===== src/newton_square_root_macros.svh =====
// ----------------------------------------------------------------------------
// newton square root assertion macros
// shared property forms for the block's concurrent checks, sampled on clk
// and held off while rst_n is low
// ----------------------------------------------------------------------------
`ifndef NEWTON_SQUARE_ROOT_MACROS_SVH
`define NEWTON_SQUARE_ROOT_MACROS_SVH

// same-cycle implication
`define NSR_ASSERT_IMP(lbl, ante, cons) \
    lbl: assert property (@(posedge clk) disable iff (!rst_n) (ante) |-> (cons)) \
        else $error("nsr assertion failed");

// next-cycle implication
`define NSR_ASSERT_NXT(lbl, ante, cons) \
    lbl: assert property (@(posedge clk) disable iff (!rst_n) (ante) |=> (cons)) \
        else $error("nsr assertion failed");

`endif


===== src/nsr_pkg.sv =====
// ----------------------------------------------------------------------------
// nsr_pkg
// widths, register codes and controller/datapath interface types
// ----------------------------------------------------------------------------
package nsr_pkg;

    localparam int FRAC_BITS   = 30;             // fraction bits of the estimate
    localparam int IN_FRAC     = 29;             // fraction bits of the input
    localparam int IN_W        = 33;             // value field
    localparam int X_W         = IN_W + FRAC_BITS - IN_FRAC; // aligned input
    localparam int DVD_W       = 64;             // dividend x << FRAC_BITS
    localparam int EST_W       = 62;             // estimate and quotient
    localparam int REM_W       = EST_W;          // division remainder
    localparam int DIV_CNT_W   = 6;              // step index of the divider
    localparam int ROOT_W      = 32;
    localparam int CNT_W       = 6;
    localparam int TOL_W       = 30;
    localparam int CFG_IDX_W   = 1;
    localparam int CFG_DATA_W  = TOL_W;
    localparam int S_TDATA_W   = 40;
    localparam int M_TDATA_W   = 40;

    localparam logic [CFG_IDX_W-1:0] REG_TOLERANCE  = 1'd0;
    localparam logic [CFG_IDX_W-1:0] REG_ITER_LIMIT = 1'd1;

    localparam logic [TOL_W-1:0] TOL_RESET   = 30'd107374;
    localparam logic [CNT_W-1:0] LIMIT_RESET = 6'd16;

    // largest input, 8.0 in Q4.29
    localparam logic [IN_W-1:0] VALUE_MAX = 33'h1_0000_0000;

    typedef struct packed {
        logic load_in;     // take a new value, reset estimate and count
        logic start_div;   // launch x / est
        logic sum;         // form the averaged estimate
        logic step;        // commit the new estimate, bump the count
        logic hit_load;    // write the limit flag
        logic hit_val;
        logic load_out;    // copy the result into the output register
    } nsr_cmd_t;

    typedef struct packed {
        logic est_zero;    // zero input, nothing to iterate
        logic at_limit;    // update count reached the limit
        logic div_done;    // quotient ready
        logic converged;   // last update within tolerance
    } nsr_stat_t;

endpackage


===== src/nsr_divider.sv =====
// ----------------------------------------------------------------------------
// nsr_divider
// restoring bit-serial divider, one quotient bit per cycle, saturated result
// ----------------------------------------------------------------------------
module nsr_divider
    import nsr_pkg::*;
(
    input  logic             clk,
    input  logic             rst_n,
    input  logic             start,
    input  logic [DVD_W-1:0] dividend,
    input  logic [EST_W-1:0] divisor,
    output logic             done,
    output logic [EST_W-1:0] quotient
);

    logic                 busy_reg,  busy_next;
    logic                 done_reg,  done_next;
    logic [DIV_CNT_W-1:0] cnt_reg,   cnt_next;
    logic [DVD_W-1:0]     dvd_reg,   dvd_next;   // dividend bits out, quotient bits in
    logic [REM_W-1:0]     rem_reg,   rem_next;
    logic [EST_W-1:0]     dsr_reg,   dsr_next;
    logic [REM_W:0]       trial;
    logic                 fits;

    assign trial = {rem_reg, dvd_reg[DVD_W-1]};
    assign fits  = trial >= {1'b0, dsr_reg};

    always_comb
    begin
        busy_next = busy_reg;
        done_next = 1'b0;
        cnt_next  = cnt_reg;
        dvd_next  = dvd_reg;
        rem_next  = rem_reg;
        dsr_next  = dsr_reg;
        if (start)
        begin
            busy_next = 1'b1;
            cnt_next  = '0;
            dvd_next  = dividend;
            rem_next  = '0;
            dsr_next  = divisor;
        end
        else if (busy_reg)
        begin
            rem_next = fits ? REM_W'(trial - {1'b0, dsr_reg}) : trial[REM_W-1:0];
            dvd_next = {dvd_reg[DVD_W-2:0], fits};
            cnt_next = cnt_reg + 1'b1;
            if (cnt_reg == '1)
            begin
                busy_next = 1'b0;
                done_next = 1'b1;
            end
        end
    end

    always_ff @(posedge clk or negedge rst_n)
    begin
        if (!rst_n)
        begin
            busy_reg <= 1'b0;
            done_reg <= 1'b0;
            cnt_reg  <= '0;
        end
        else
        begin
            busy_reg <= busy_next;
            done_reg <= done_next;
            cnt_reg  <= cnt_next;
        end
    end

    always_ff @(posedge clk)
    begin
        dvd_reg <= dvd_next;
        rem_reg <= rem_next;
        dsr_reg <= dsr_next;
    end

    // quotient bits at or above 2^62 saturate
    assign done     = done_reg;
    assign quotient = (dvd_reg[DVD_W-1:EST_W] != '0) ? '1 : dvd_reg[EST_W-1:0];

endmodule


===== src/nsr_datapath.sv =====
// ----------------------------------------------------------------------------
// nsr_datapath
// estimate, update count, newton step arithmetic and output register
// ----------------------------------------------------------------------------
module nsr_datapath
    import nsr_pkg::*;
(
    input  logic             clk,
    input  logic             rst_n,
    input  nsr_cmd_t         cmd,
    output nsr_stat_t        stat,
    input  logic [IN_W-1:0]  value,
    input  logic [TOL_W-1:0] tolerance,
    input  logic [CNT_W-1:0] iteration_limit,
    output logic [M_TDATA_W-1:0] result
);

    logic [EST_W-1:0]  est_reg,   est_next;
    logic [EST_W-1:0]  nxt_reg,   nxt_next;
    logic [X_W-1:0]    x_reg,     x_next;
    logic [CNT_W-1:0]  count_reg, count_next;
    logic              hit_reg,   hit_next;
    logic [M_TDATA_W-1:0] out_reg, out_next;

    logic [IN_W-1:0]   v_sat;
    logic [EST_W:0]    est_sum;
    logic [EST_W-1:0]  diff;
    logic [EST_W-1:0]  quotient;
    logic [ROOT_W-1:0] root;

    nsr_divider u_div
    (
        .clk      (clk),
        .rst_n    (rst_n),
        .start    (cmd.start_div),
        .dividend ({x_reg, {FRAC_BITS{1'b0}}}),
        .divisor  (est_reg),
        .done     (stat.div_done),
        .quotient (quotient)
    );

    assign v_sat   = (value > VALUE_MAX) ? VALUE_MAX : value;
    assign est_sum = {1'b0, est_reg} + {1'b0, quotient};
    assign diff    = (nxt_reg > est_reg) ? nxt_reg - est_reg : est_reg - nxt_reg;
    assign root    = (est_reg[EST_W-1:ROOT_W] != '0) ? '1 : est_reg[ROOT_W-1:0];

    always_comb
    begin
        x_next     = x_reg;
        est_next   = est_reg;
        nxt_next   = nxt_reg;
        count_next = count_reg;
        hit_next   = hit_reg;
        out_next   = out_reg;
        if (cmd.load_in)
        begin
            // align Q4.29 to the estimate's fraction
            x_next     = {v_sat, {(FRAC_BITS - IN_FRAC){1'b0}}};
            est_next   = EST_W'(x_next);
            count_next = '0;
        end
        if (cmd.sum)
        begin
            nxt_next = (est_sum[EST_W:1] == '0) ? EST_W'(1) : est_sum[EST_W:1];
        end
        if (cmd.step)
        begin
            est_next   = nxt_reg;
            count_next = count_reg + 1'b1;
        end
        if (cmd.hit_load)
        begin
            hit_next = cmd.hit_val;
        end
        if (cmd.load_out)
        begin
            out_next = M_TDATA_W'({hit_reg, count_reg, root});
        end
    end

    always_ff @(posedge clk)
    begin
        x_reg     <= x_next;
        est_reg   <= est_next;
        nxt_reg   <= nxt_next;
        count_reg <= count_next;
        hit_reg   <= hit_next;
        out_reg   <= out_next;
    end

    assign stat.est_zero  = (est_reg == '0);
    assign stat.at_limit  = (count_reg >= iteration_limit);
    assign stat.converged = (diff <= {{(EST_W - TOL_W){1'b0}}, tolerance});
    assign result         = out_reg;

endmodule


===== src/nsr_ctrl.sv =====
// ----------------------------------------------------------------------------
// nsr_ctrl
// sequencer for the newton loop and both handshakes
// ----------------------------------------------------------------------------
module nsr_ctrl
    import nsr_pkg::*;
(
    input  logic      clk,
    input  logic      rst_n,
    input  logic      in_valid,
    output logic      in_ready,
    output logic      out_valid,
    input  logic      out_ready,
    output nsr_cmd_t  cmd,
    input  nsr_stat_t stat
);

    localparam logic [2:0] ST_IDLE   = 3'd0;
    localparam logic [2:0] ST_CHECK  = 3'd1;
    localparam logic [2:0] ST_DIV    = 3'd2;
    localparam logic [2:0] ST_SUM    = 3'd3;
    localparam logic [2:0] ST_TEST   = 3'd4;
    localparam logic [2:0] ST_FINISH = 3'd5;

    logic [2:0] state_reg, state_next;
    logic       ovalid_reg, ovalid_next;
    logic       out_free;

    assign out_free = !ovalid_reg || out_ready;

    always_comb
    begin
        state_next = state_reg;
        cmd        = '0;
        in_ready   = 1'b0;
        case (state_reg)
            ST_IDLE:
            begin
                in_ready = 1'b1;
                if (in_valid)
                begin
                    cmd.load_in = 1'b1;
                    state_next  = ST_CHECK;
                end
            end
            ST_CHECK:
            begin
                if (stat.est_zero)
                begin
                    cmd.hit_load = 1'b1;
                    cmd.hit_val  = 1'b0;
                    state_next   = ST_FINISH;
                end
                else if (stat.at_limit)
                begin
                    cmd.hit_load = 1'b1;
                    cmd.hit_val  = 1'b1;
                    state_next   = ST_FINISH;
                end
                else
                begin
                    cmd.start_div = 1'b1;
                    state_next    = ST_DIV;
                end
            end
            ST_DIV:
            begin
                if (stat.div_done)
                begin
                    state_next = ST_SUM;
                end
            end
            ST_SUM:
            begin
                cmd.sum    = 1'b1;
                state_next = ST_TEST;
            end
            ST_TEST:
            begin
                cmd.step = 1'b1;
                if (stat.converged)
                begin
                    cmd.hit_load = 1'b1;
                    cmd.hit_val  = 1'b0;
                    state_next   = ST_FINISH;
                end
                else
                begin
                    state_next = ST_CHECK;
                end
            end
            ST_FINISH:
            begin
                if (out_free)
                begin
                    cmd.load_out = 1'b1;
                    state_next   = ST_IDLE;
                end
            end
            default:
            begin
                state_next = ST_IDLE;
            end
        endcase
    end

    always_comb
    begin
        ovalid_next = ovalid_reg;
        if (cmd.load_out)
        begin
            ovalid_next = 1'b1;
        end
        else if (out_ready)
        begin
            ovalid_next = 1'b0;
        end
    end

    always_ff @(posedge clk or negedge rst_n)
    begin
        if (!rst_n)
        begin
            state_reg  <= ST_IDLE;
            ovalid_reg <= 1'b0;
        end
        else
        begin
            state_reg  <= state_next;
            ovalid_reg <= ovalid_next;
        end
    end

    assign out_valid = ovalid_reg;

`include "newton_square_root_macros.svh"

    // the divider only reports while the sequencer waits for it
    `NSR_ASSERT_IMP(a_done_in_div, stat.div_done, state_reg == ST_DIV)
    // a division is never running once the count is at the limit
    `NSR_ASSERT_IMP(a_div_below_limit, state_reg == ST_DIV, !stat.at_limit)
    // a finished result always reaches the output register
    `NSR_ASSERT_NXT(a_finish_to_out, state_reg == ST_FINISH && out_free, out_valid)
    // a new value is never taken together with an output load or a division start
    `NSR_ASSERT_IMP(a_load_clean, cmd.load_in, !cmd.load_out && !cmd.start_div)

endmodule


===== src/newton_square_root.sv =====
// ----------------------------------------------------------------------------
// newton_square_root
// newton-raphson square root of an unsigned Q4.29 value, result in Q2.30
// ----------------------------------------------------------------------------
// One value is worked on at a time. After a transaction on the s_ side the
// block starts from est = x and repeats est = (est + x/est)/2 until one
// update moves the estimate by no more than the tolerance register, or until
// iteration_limit updates are done (limit_hit then reads 1). Each update
// runs the bit-serial divider, forming x/est one quotient bit per cycle, and
// then averages the estimate and tests the update; a zero value skips the
// loop and goes straight to its result with a zero root. Inputs above 8.0
// are taken as 8.0 and roots above 2^32-1 are clipped. The result sits in an
// output register, so the next value is accepted while a result still waits
// on m_tready. Write the two registers only while the block is idle.
// ----------------------------------------------------------------------------
module newton_square_root
    import nsr_pkg::*;
(
    input  logic                  clk,
    input  logic                  rst_n,
    // value [32:0], zero fill [39:33]
    input  logic                  s_tvalid,
    output logic                  s_tready,
    input  logic [S_TDATA_W-1:0]  s_tdata,
    // root [31:0], iterations [37:32], limit_hit [38], zero fill [39]
    output logic                  m_tvalid,
    input  logic                  m_tready,
    output logic [M_TDATA_W-1:0]  m_tdata,
    // register writes: index 0 tolerance, index 1 iteration_limit
    input  logic                  cfg_we,
    input  logic [CFG_IDX_W-1:0]  cfg_index,
    input  logic [CFG_DATA_W-1:0] cfg_data
);

    logic [TOL_W-1:0] tol_reg,   tol_next;
    logic [CNT_W-1:0] limit_reg, limit_next;
    nsr_cmd_t         cmd;
    nsr_stat_t        stat;

    // configuration registers, write only
    always_comb
    begin
        tol_next   = tol_reg;
        limit_next = limit_reg;
        if (cfg_we)
        begin
            case (cfg_index)
                REG_TOLERANCE:  tol_next   = cfg_data;
                REG_ITER_LIMIT: limit_next = cfg_data[CNT_W-1:0];
                default:        tol_next   = tol_reg;
            endcase
        end
    end

    always_ff @(posedge clk or negedge rst_n)
    begin
        if (!rst_n)
        begin
            tol_reg   <= TOL_RESET;
            limit_reg <= LIMIT_RESET;
        end
        else
        begin
            tol_reg   <= tol_next;
            limit_reg <= limit_next;
        end
    end

    // sequencer: loop control and both handshakes
    nsr_ctrl u_ctrl
    (
        .clk       (clk),
        .rst_n     (rst_n),
        .in_valid  (s_tvalid),
        .in_ready  (s_tready),
        .out_valid (m_tvalid),
        .out_ready (m_tready),
        .cmd       (cmd),
        .stat      (stat)
    );

    // estimate, divider and output register
    nsr_datapath u_dp
    (
        .clk             (clk),
        .rst_n           (rst_n),
        .cmd             (cmd),
        .stat            (stat),
        .value           (s_tdata[IN_W-1:0]),
        .tolerance       (tol_reg),
        .iteration_limit (limit_reg),
        .result          (m_tdata)
    );

endmodule


===== config.mk =====
export PLATFORM = sky130hd
export DESIGN_NAME = newton_square_root
export DESIGN_NICKNAME = d
export VERILOG_FILES = /design/src/nsr_pkg.sv /design/src/nsr_divider.sv /design/src/nsr_datapath.sv /design/src/nsr_ctrl.sv /design/src/newton_square_root.sv
export VERILOG_INCLUDE_DIRS = /design/src /design/src/src
export SDC_FILE = /design/constraint.sdc
export NUM_CORES = 1
export LEC_CHECK = 0
export BUFFER_PORTS_ARGS = -buffer_cell sky130_fd_sc_hd__buf_2
export CAP_MARGIN = 0
export CORE_MARGIN = 2
export CORE_UTILIZATION = 50
export CTS_CLUSTER_SIZE = 12
export DETAILED_ROUTE_END_ITERATION = 8
export GPL_TIMING_DRIVEN = 0
export PLACE_DENSITY = 0.67
export SYNTH_ARGS = -nofsm -noshare
export SYNTH_HDL_FRONTEND = slang
export SYNTH_SLANG_ARGS = --single-unit
export TNS_END_PERCENT = 30

===== constraint.sdc =====
create_clock -name clk -period 11.1 [get_ports clk]
set_clock_uncertainty 0.15 [all_clocks]
set_input_delay 2.22 -clock clk [delete_from_list [all_inputs] [get_ports clk]]
set_output_delay 2.22 -clock clk [all_outputs]
set_load 0.05 [all_outputs]

==> impl_metrics.env, run 1 <==
export IMPL_status="completed"
export IMPL_grt_max_degree=61
export IMPL_ys_ff_latch=439
export IMPL_endpoint_kind="flip-flop"
export IMPL_yosys_top_cells_area="edfxtp_1 (28%), ha_1 (11%), a21oi_1 (5.7%)"
export IMPL_hp_class="flip-flop to flip-flop"
export IMPL_multi_input_area_sq_um=18700
export IMPL_slowest_stage="o31ai_1"
export IMPL_grt_pass1_wl_um=168000
export IMPL_fin_crit_ns=9.69
export IMPL_post_dp_cell_area_sq_um=34300
export IMPL_die_area_sq_um=67100
export IMPL_synthArstFlopShare=0.109
export IMPL_rrSetupSlack_ns=1.41
export IMPL_synth_cells=3799
export IMPL_cts_sinks=439
export IMPL_crit_required_ns=11.26
export IMPL_path_class="flip-flop to flip-flop"
export IMPL_root_buffer="clkbuf_16"
export IMPL_post_cts_buffers=0
export IMPL_setup_tns_ns=0
export IMPL_largest_register_ffs=64
export IMPL_final_seq_area_sq_um=12000
export IMPL_synth_edff_count=299
export IMPL_fin_crit_sh=0.873
export IMPL_grt_overflow=0
export IMPL_fp_row_count=93
export IMPL_cts_buffers=52
export IMPL_cts_hold_buf=0
export IMPL_start_kind="flip-flop"
export IMPL_dp_hpwl_um=91600
export IMPL_hold_violations=0
export IMPL_yosysWarnings=0
export IMPL_setup_violations=0
export IMPL_ys_top_cells_by_count="nand2_1 (419), a21oi_1 (369), o21ai_0 (332)"
export IMPL_max_clock_freq_mhz=103
export IMPL_max_stage_delay_ns=0.85
export IMPL_dr_total_vias=29500
export IMPL_drc=0
export IMPL_clk_pin_slew_worst_paths_ns=0.06
export IMPL_yosysMostFrequentCell="nand2_1"
export IMPL_routedWlPerCell_um=23.4
export IMPL_synth_top_cell_area_share=0.276
export IMPL_cts_max_level=2
export IMPL_clk_path_buf_depth=3
export IMPL_cts_tree="built"
export IMPL_clock_latency_ns=0.63
export IMPL_initial_core_util=0.506
export IMPL_die_h_um=259
export IMPL_worstHoldStart="u_dp.hit_reg$_DFFE_PP_"
export IMPL_fp_dieW_um=259
export IMPL_avgSynthCellArea_sq_um=8.57
export IMPL_nNetsFinal=4331
export IMPL_max_slew_worst_pin_slew_ns=1.38
export IMPL_critPathMaxFanout=10
export IMPL_startpoint="u_dp.est_reg[13]$_DFFE_PP_"
export IMPL_top_level_ports=118
export IMPL_synthFlopType="edfxtp_1"
export IMPL_port_buffers=109
export IMPL_maxSlewViolCount=0
export IMPL_r2r_start="u_dp.est_reg[13]$_DFFE_PP_"
export IMPL_synth_nets=4163
export IMPL_core_sq_um=64300
export IMPL_gp_congestion=0.987
export IMPL_drive_above_1_share=0.0694
export IMPL_grtUsageTotal=0.331
export IMPL_antenna_found_initial=5
export IMPL_grt_setup_unrepaired="false"
export IMPL_fin_area_sq_um=35900
export IMPL_fill_cells=6032
export IMPL_synth_area_leader_cell="edfxtp_1"
export IMPL_vias_per_cell=6.07
export IMPL_drtPass1Iterations=6
export IMPL_first_global_vias=27700
export IMPL_area_delta_synth_final_pct=10.4
export IMPL_seq_area_frac_synth=0.370
export IMPL_critPathArrivalTime_ns=9.85
export IMPL_drt_iter0_drc=3003
export IMPL_relSlewSlack=0.0774
export IMPL_wl_um=114000
export IMPL_yosysUniqueCellTypes=91
export IMPL_cts_resized=0
export IMPL_syn_area_sq_um=32500
export IMPL_ant_nets=0
export IMPL_cap_violations=0
-- cell usage in the layout, fill, tap and decap left out, drive strengths merged, types with 92 or more instances in the layout --
cell type / count
nand2: 419
a21oi: 369
o21ai: 334
edfxtp: 299
ha: 284
inv: 283
nor2: 280
clkbuf: 230
buf: 144
xnor2: 112
a21o: 99
nand4: 96
dfxtp: 92
-- cells by family after synthesis --
logic type / share of synthesized area
AND/OR/NAND/NOR: 0.176
AO/OA/AOI/OAI: 0.207
buffers and inverters: 0.0568
flip-flops: 0.370
adder cells (fa/ha/maj): 0.112
XOR/XNOR: 0.0503
multiplexers: 0.0288
other: 0.000115
-- final timing paths --
kind	endpoint	cells after the start
worst max-delay path	u_dp.hit_reg$_DFFE_PP_	28
worst min-delay path	u_dp.result[38]$_DFFE_PP_	0
worst max register to register	u_dp.hit_reg$_DFFE_PP_	28
worst min register to register	u_dp.result[38]$_DFFE_PP_	0
max in group asynchronous	u_ctrl.state_reg[2]$_DFFE_PN0P_	1
min in group asynchronous	tol_reg[11]$_DFFE_PN0P_	1
-- critical path, delay by kind of cell, from the launching register on --
| kind | cells | cell delay, ns |
|---|---|---|
| AO/OA/AOI/OAI | 11 | 2.95 |
| XOR/XNOR | 1 | 0.27 |
| adder cells (fa/ha/maj) | 2 | 0.69 |
| buffers and inverters | 5 | 2.28 |
| flip-flops | 1 | 0.65 |
| AND/OR/NAND/NOR | 9 | 2.35 |
-- metrics by stage --
stage / utilization / hold WS (ns) / std cells / setup WS, ns
finish: 0.558 / 0.273 / 4863 / 1.41
global route: 0.558 / 0.280 / 4862 / 1.20
CTS: 0.558 / 0.270 / 4862 / 1.61
detailed placement: 0.533 / 0.256 / 4768 / 1.69
global placement: 0.531 / 0.253 / 4763 / 1.54
floorplan: - / 0.250 / 3799 / 4.75
-- per-layer routing --
| metal | global-route usage | wire [um] | share of wire | up-vias |
|---|---|---|---|---|
| met3 | 0.0475 | 10200 | 0.089 | 187 |
| li1 | - | - | - | 14000 |
| met2 | 0.506 | 48500 | 0.43 | 1289 |
| met5 | 0 | 0 | 0 | - |
| met4 | 0.114 | 4070 | 0.036 | 0 |
| met1 | 0.480 | 50900 | 0.45 | 14000 |
-- layout make-up --
cell class | instances | share of cell area
Clock inverter | 28 | 0.00655
Sequential cell | 439 | 0.335
Tap cell | 855 | 0.0298
Multi-Input combinational cell | 2885 | 0.520
Clock buffer | 66 | 0.0394
Antenna cell | 1 | 0.0000696
Inverter | 280 | 0.0293
Timing Repair Buffer | 114 | 0.0182
Buffer | 195 | 0.0222
Power of run 1 is not shown: default switching activity piles up to over one toggle a cycle in this logic, so the estimate is an artifact.
==> run 2: changes to the inputs <==
--- a/config.mk
+++ b/config.mk
@@ -6,6 +6,7 @@
 export SDC_FILE = /design/constraint.sdc
 export NUM_CORES = 1
 export LEC_CHECK = 0
+export ABC_AREA = 1
 export BUFFER_PORTS_ARGS = -buffer_cell sky130_fd_sc_hd__buf_2
 export CAP_MARGIN = 0
 export CORE_MARGIN = 2
@@ -13,7 +14,7 @@
 export CTS_CLUSTER_SIZE = 12
 export DETAILED_ROUTE_END_ITERATION = 8
 export GPL_TIMING_DRIVEN = 0
-export PLACE_DENSITY = 0.67
+export PLACE_DENSITY = 0.66
 export SYNTH_ARGS = -nofsm -noshare
 export SYNTH_HDL_FRONTEND = slang
 export SYNTH_SLANG_ARGS = --single-unit
==> impl_metrics.env, run 2 <==
export IMPL_status="completed"
export IMPL_synth_simple_area_share=0.290
export IMPL_grtUsageTotal=0.389
export IMPL_yosysUniqueCellTypes=62
export IMPL_layout_commonest_cell="nand2_1"
export IMPL_initial_core_util=0.504
export IMPL_fp_dieW_um=275
export IMPL_r2r_start="u_dp.est_reg[1]$_DFFE_PP_"
export IMPL_fin_crit_sh=0.623
export IMPL_yosys_top_cells_area="edfxtp_1 (24%), nand2_1 (16%), inv_1 (11%)"
export IMPL_maxSlewViolCount=0
export IMPL_drive_above_1_share=0.0626
export IMPL_setup_tns_ns=0
export IMPL_root_buffer="clkbuf_16"
export IMPL_drtPass1Iterations=6
export IMPL_slowest_stage="edfxtp_1"
export IMPL_final_cell_mix="nand2_1 (1612), inv_1 (1050), nor2_1 (536)"
export IMPL_synth_area_leader_cell="edfxtp_1"
export IMPL_gp_congestion=1.07
export IMPL_seq_area_frac_synth=0.328
export IMPL_synth_compound_area_frac=0.130
export IMPL_grt_overflow=0
export IMPL_clk_pin_slew_worst_paths_ns=0.06
export IMPL_max_stage_delay_ns=0.93
export IMPL_relSlewSlack=0.0839
export IMPL_post_dp_cell_area_sq_um=38600
export IMPL_cts_hold_buf=0
export IMPL_fp_row_count=99
export IMPL_fin_crit_ns=6.92
export IMPL_yosysWarnings=0
export IMPL_post_cts_buffers=0
export IMPL_first_global_vias=34100
export IMPL_setup_violations=0
export IMPL_nNetsFinal=5979
export IMPL_dp_hpwl_um=127000
export IMPL_max_slew_worst_pin_slew_ns=1.37
export IMPL_cap_violations=0
export IMPL_synthArstFlopShare=0.109
export IMPL_wl_um=150000
export IMPL_core_sq_um=72800
export IMPL_synth_top_cell_area_share=0.245
export IMPL_reg2reg_to="u_dp.hit_reg$_DFFE_PP_"
export IMPL_rrSetupSlack_ns=4.18
export IMPL_worstHoldStart="u_dp.hit_reg$_DFFE_PP_"
export IMPL_die_area_sq_um=75600
export IMPL_grt_pass1_wl_um=215000
export IMPL_routedWlPerCell_um=22.6
export IMPL_critPathArrivalTime_ns=7.14
export IMPL_final_util=0.555
export IMPL_hp_class="flip-flop to flip-flop"
export IMPL_cts_buffers=50
export IMPL_avgSynthCellArea_sq_um=6.74
export IMPL_syn_area_sq_um=36700
export IMPL_dr_total_vias=36900
export IMPL_synthFlopType="edfxtp_1"
export IMPL_antenna_found_initial=5
export IMPL_synthAdderAreaFrac=0.0990
export IMPL_synth_cells=5444
export IMPL_port_buffers=109
export IMPL_synth_nets=5808
export IMPL_grt_setup_unrepaired="false"
export IMPL_cts_sinks=439
export IMPL_crit_path_frequent_cell="nand2_1"
export IMPL_start_kind="flip-flop"
export IMPL_cts_resized=0
export IMPL_synth_mux_area_frac=0.000273
export IMPL_grt_max_degree=69
export IMPL_synth_edff_count=299
export IMPL_die_h_um=275
export IMPL_cts_tree="built"
export IMPL_stdcell_count=6619
export IMPL_crit_required_ns=11.32
export IMPL_clock_latency_ns=0.66
export IMPL_vias_per_cell=5.57
export IMPL_synthXorXnorAreaFrac=0.0320
export IMPL_reg2reg_depth=28
export IMPL_crit_buf_inv=3
export IMPL_hold_violations=0
export IMPL_ys_ff_latch=439
export IMPL_drt_iter0_drc=4300
export IMPL_top_level_ports=118
export IMPL_dpl_cell_count=6522
export IMPL_drc=0
export IMPL_critPathMaxFanout=10
export IMPL_fill_cells=7283
export IMPL_area_delta_synth_final_pct=10.1
export IMPL_max_clock_freq_mhz=144
export IMPL_min_to="u_dp.result[38]$_DFFE_PP_"
export IMPL_cts_max_level=2
export IMPL_hold_depth=0
export IMPL_path_class="flip-flop to flip-flop"
export IMPL_synth_top_family_by_area="simple AND/OR/NAND/NOR gates"
export IMPL_crit_family="simple AND/OR/NAND/NOR gates"
export IMPL_endpoint_kind="flip-flop"
export IMPL_yosysMostFrequentCell="nand2_1"
export IMPL_ys_top_cells_by_count="nand2_1 (1612), inv_1 (1051), nor2_1 (538)"
export IMPL_fin_area_sq_um=40400
export IMPL_ant_nets=0
export IMPL_clk_path_buf_depth=3
export IMPL_largest_register_ffs=64
==> run 2: how the worst max path moves through the flow <==
stage                                    from                              end  slack (ns)  cells past startpoint
floorplan                            s_tvalid  u_dp.count_reg[0]$_SDFFCE_PN0P_        5.37                      4
global placement                     s_tvalid   u_dp.est_reg[57]$_SDFFCE_PN0P_        3.70                      5
detailed placement  u_dp.est_reg[1]$_DFFE_PP_           u_dp.hit_reg$_DFFE_PP_        4.35                     28
CTS                 u_dp.est_reg[1]$_DFFE_PP_           u_dp.hit_reg$_DFFE_PP_        4.34                     28
global route        u_dp.est_reg[1]$_DFFE_PP_           u_dp.hit_reg$_DFFE_PP_        3.89                     28
finish              u_dp.est_reg[1]$_DFFE_PP_           u_dp.hit_reg$_DFFE_PP_        4.18                     28
==> run 2: kinds of logic after synthesis <==
group / Yosys count
and+or+nand+nor: 2595
buffers and inverters: 1153
AOI/OAI and AO/OA: 833
DFF: 439
adders and majority gates: 288
xor gates and xnor gates: 134
other: 1
muxes: 1
==> run 2: final cells by class <==
class,instances,area (sq um),area share
Buffer,88,425,0.0105
Clock inverter,24,408,0.0101
Timing Repair Buffer,119,708,0.0175
Antenna cell,3,7.51,0.000186
Tap cell,959,1200,0.0297
Inverter,1065,4000,0.0990
Clock buffer,70,1360,0.0336
Sequential cell,439,12000,0.298
Multi-Input combinational cell,3852,20300,0.502
==> run 2: metal layers <==
layer	up-vias	global-route usage	routed length (um)	share of wire
li1	17700	-	-	-
met1	17100	0.552	65700	0.44
met2	1775	0.568	60600	0.40
met3	279	0.0883	16100	0.11
met4	6	0.162	7240	0.048
met5	-	0	42	0.00028
==> run 2: through the flow <==
| step | setup WS (ns) | hold slack, ns |
|---|---|---|
| 6_report | 4.18 | 0.313 |
| 5_1_grt | 3.89 | 0.308 |
| 4_1_cts | 4.34 | 0.304 |
| 3_5_place_dp | 4.35 | 0.261 |
| 3_3_place_gp | 3.70 | 0.258 |
| 2_1_floorplan | 5.37 | 0.250 |
Power of run 2 is left out for the same reason.
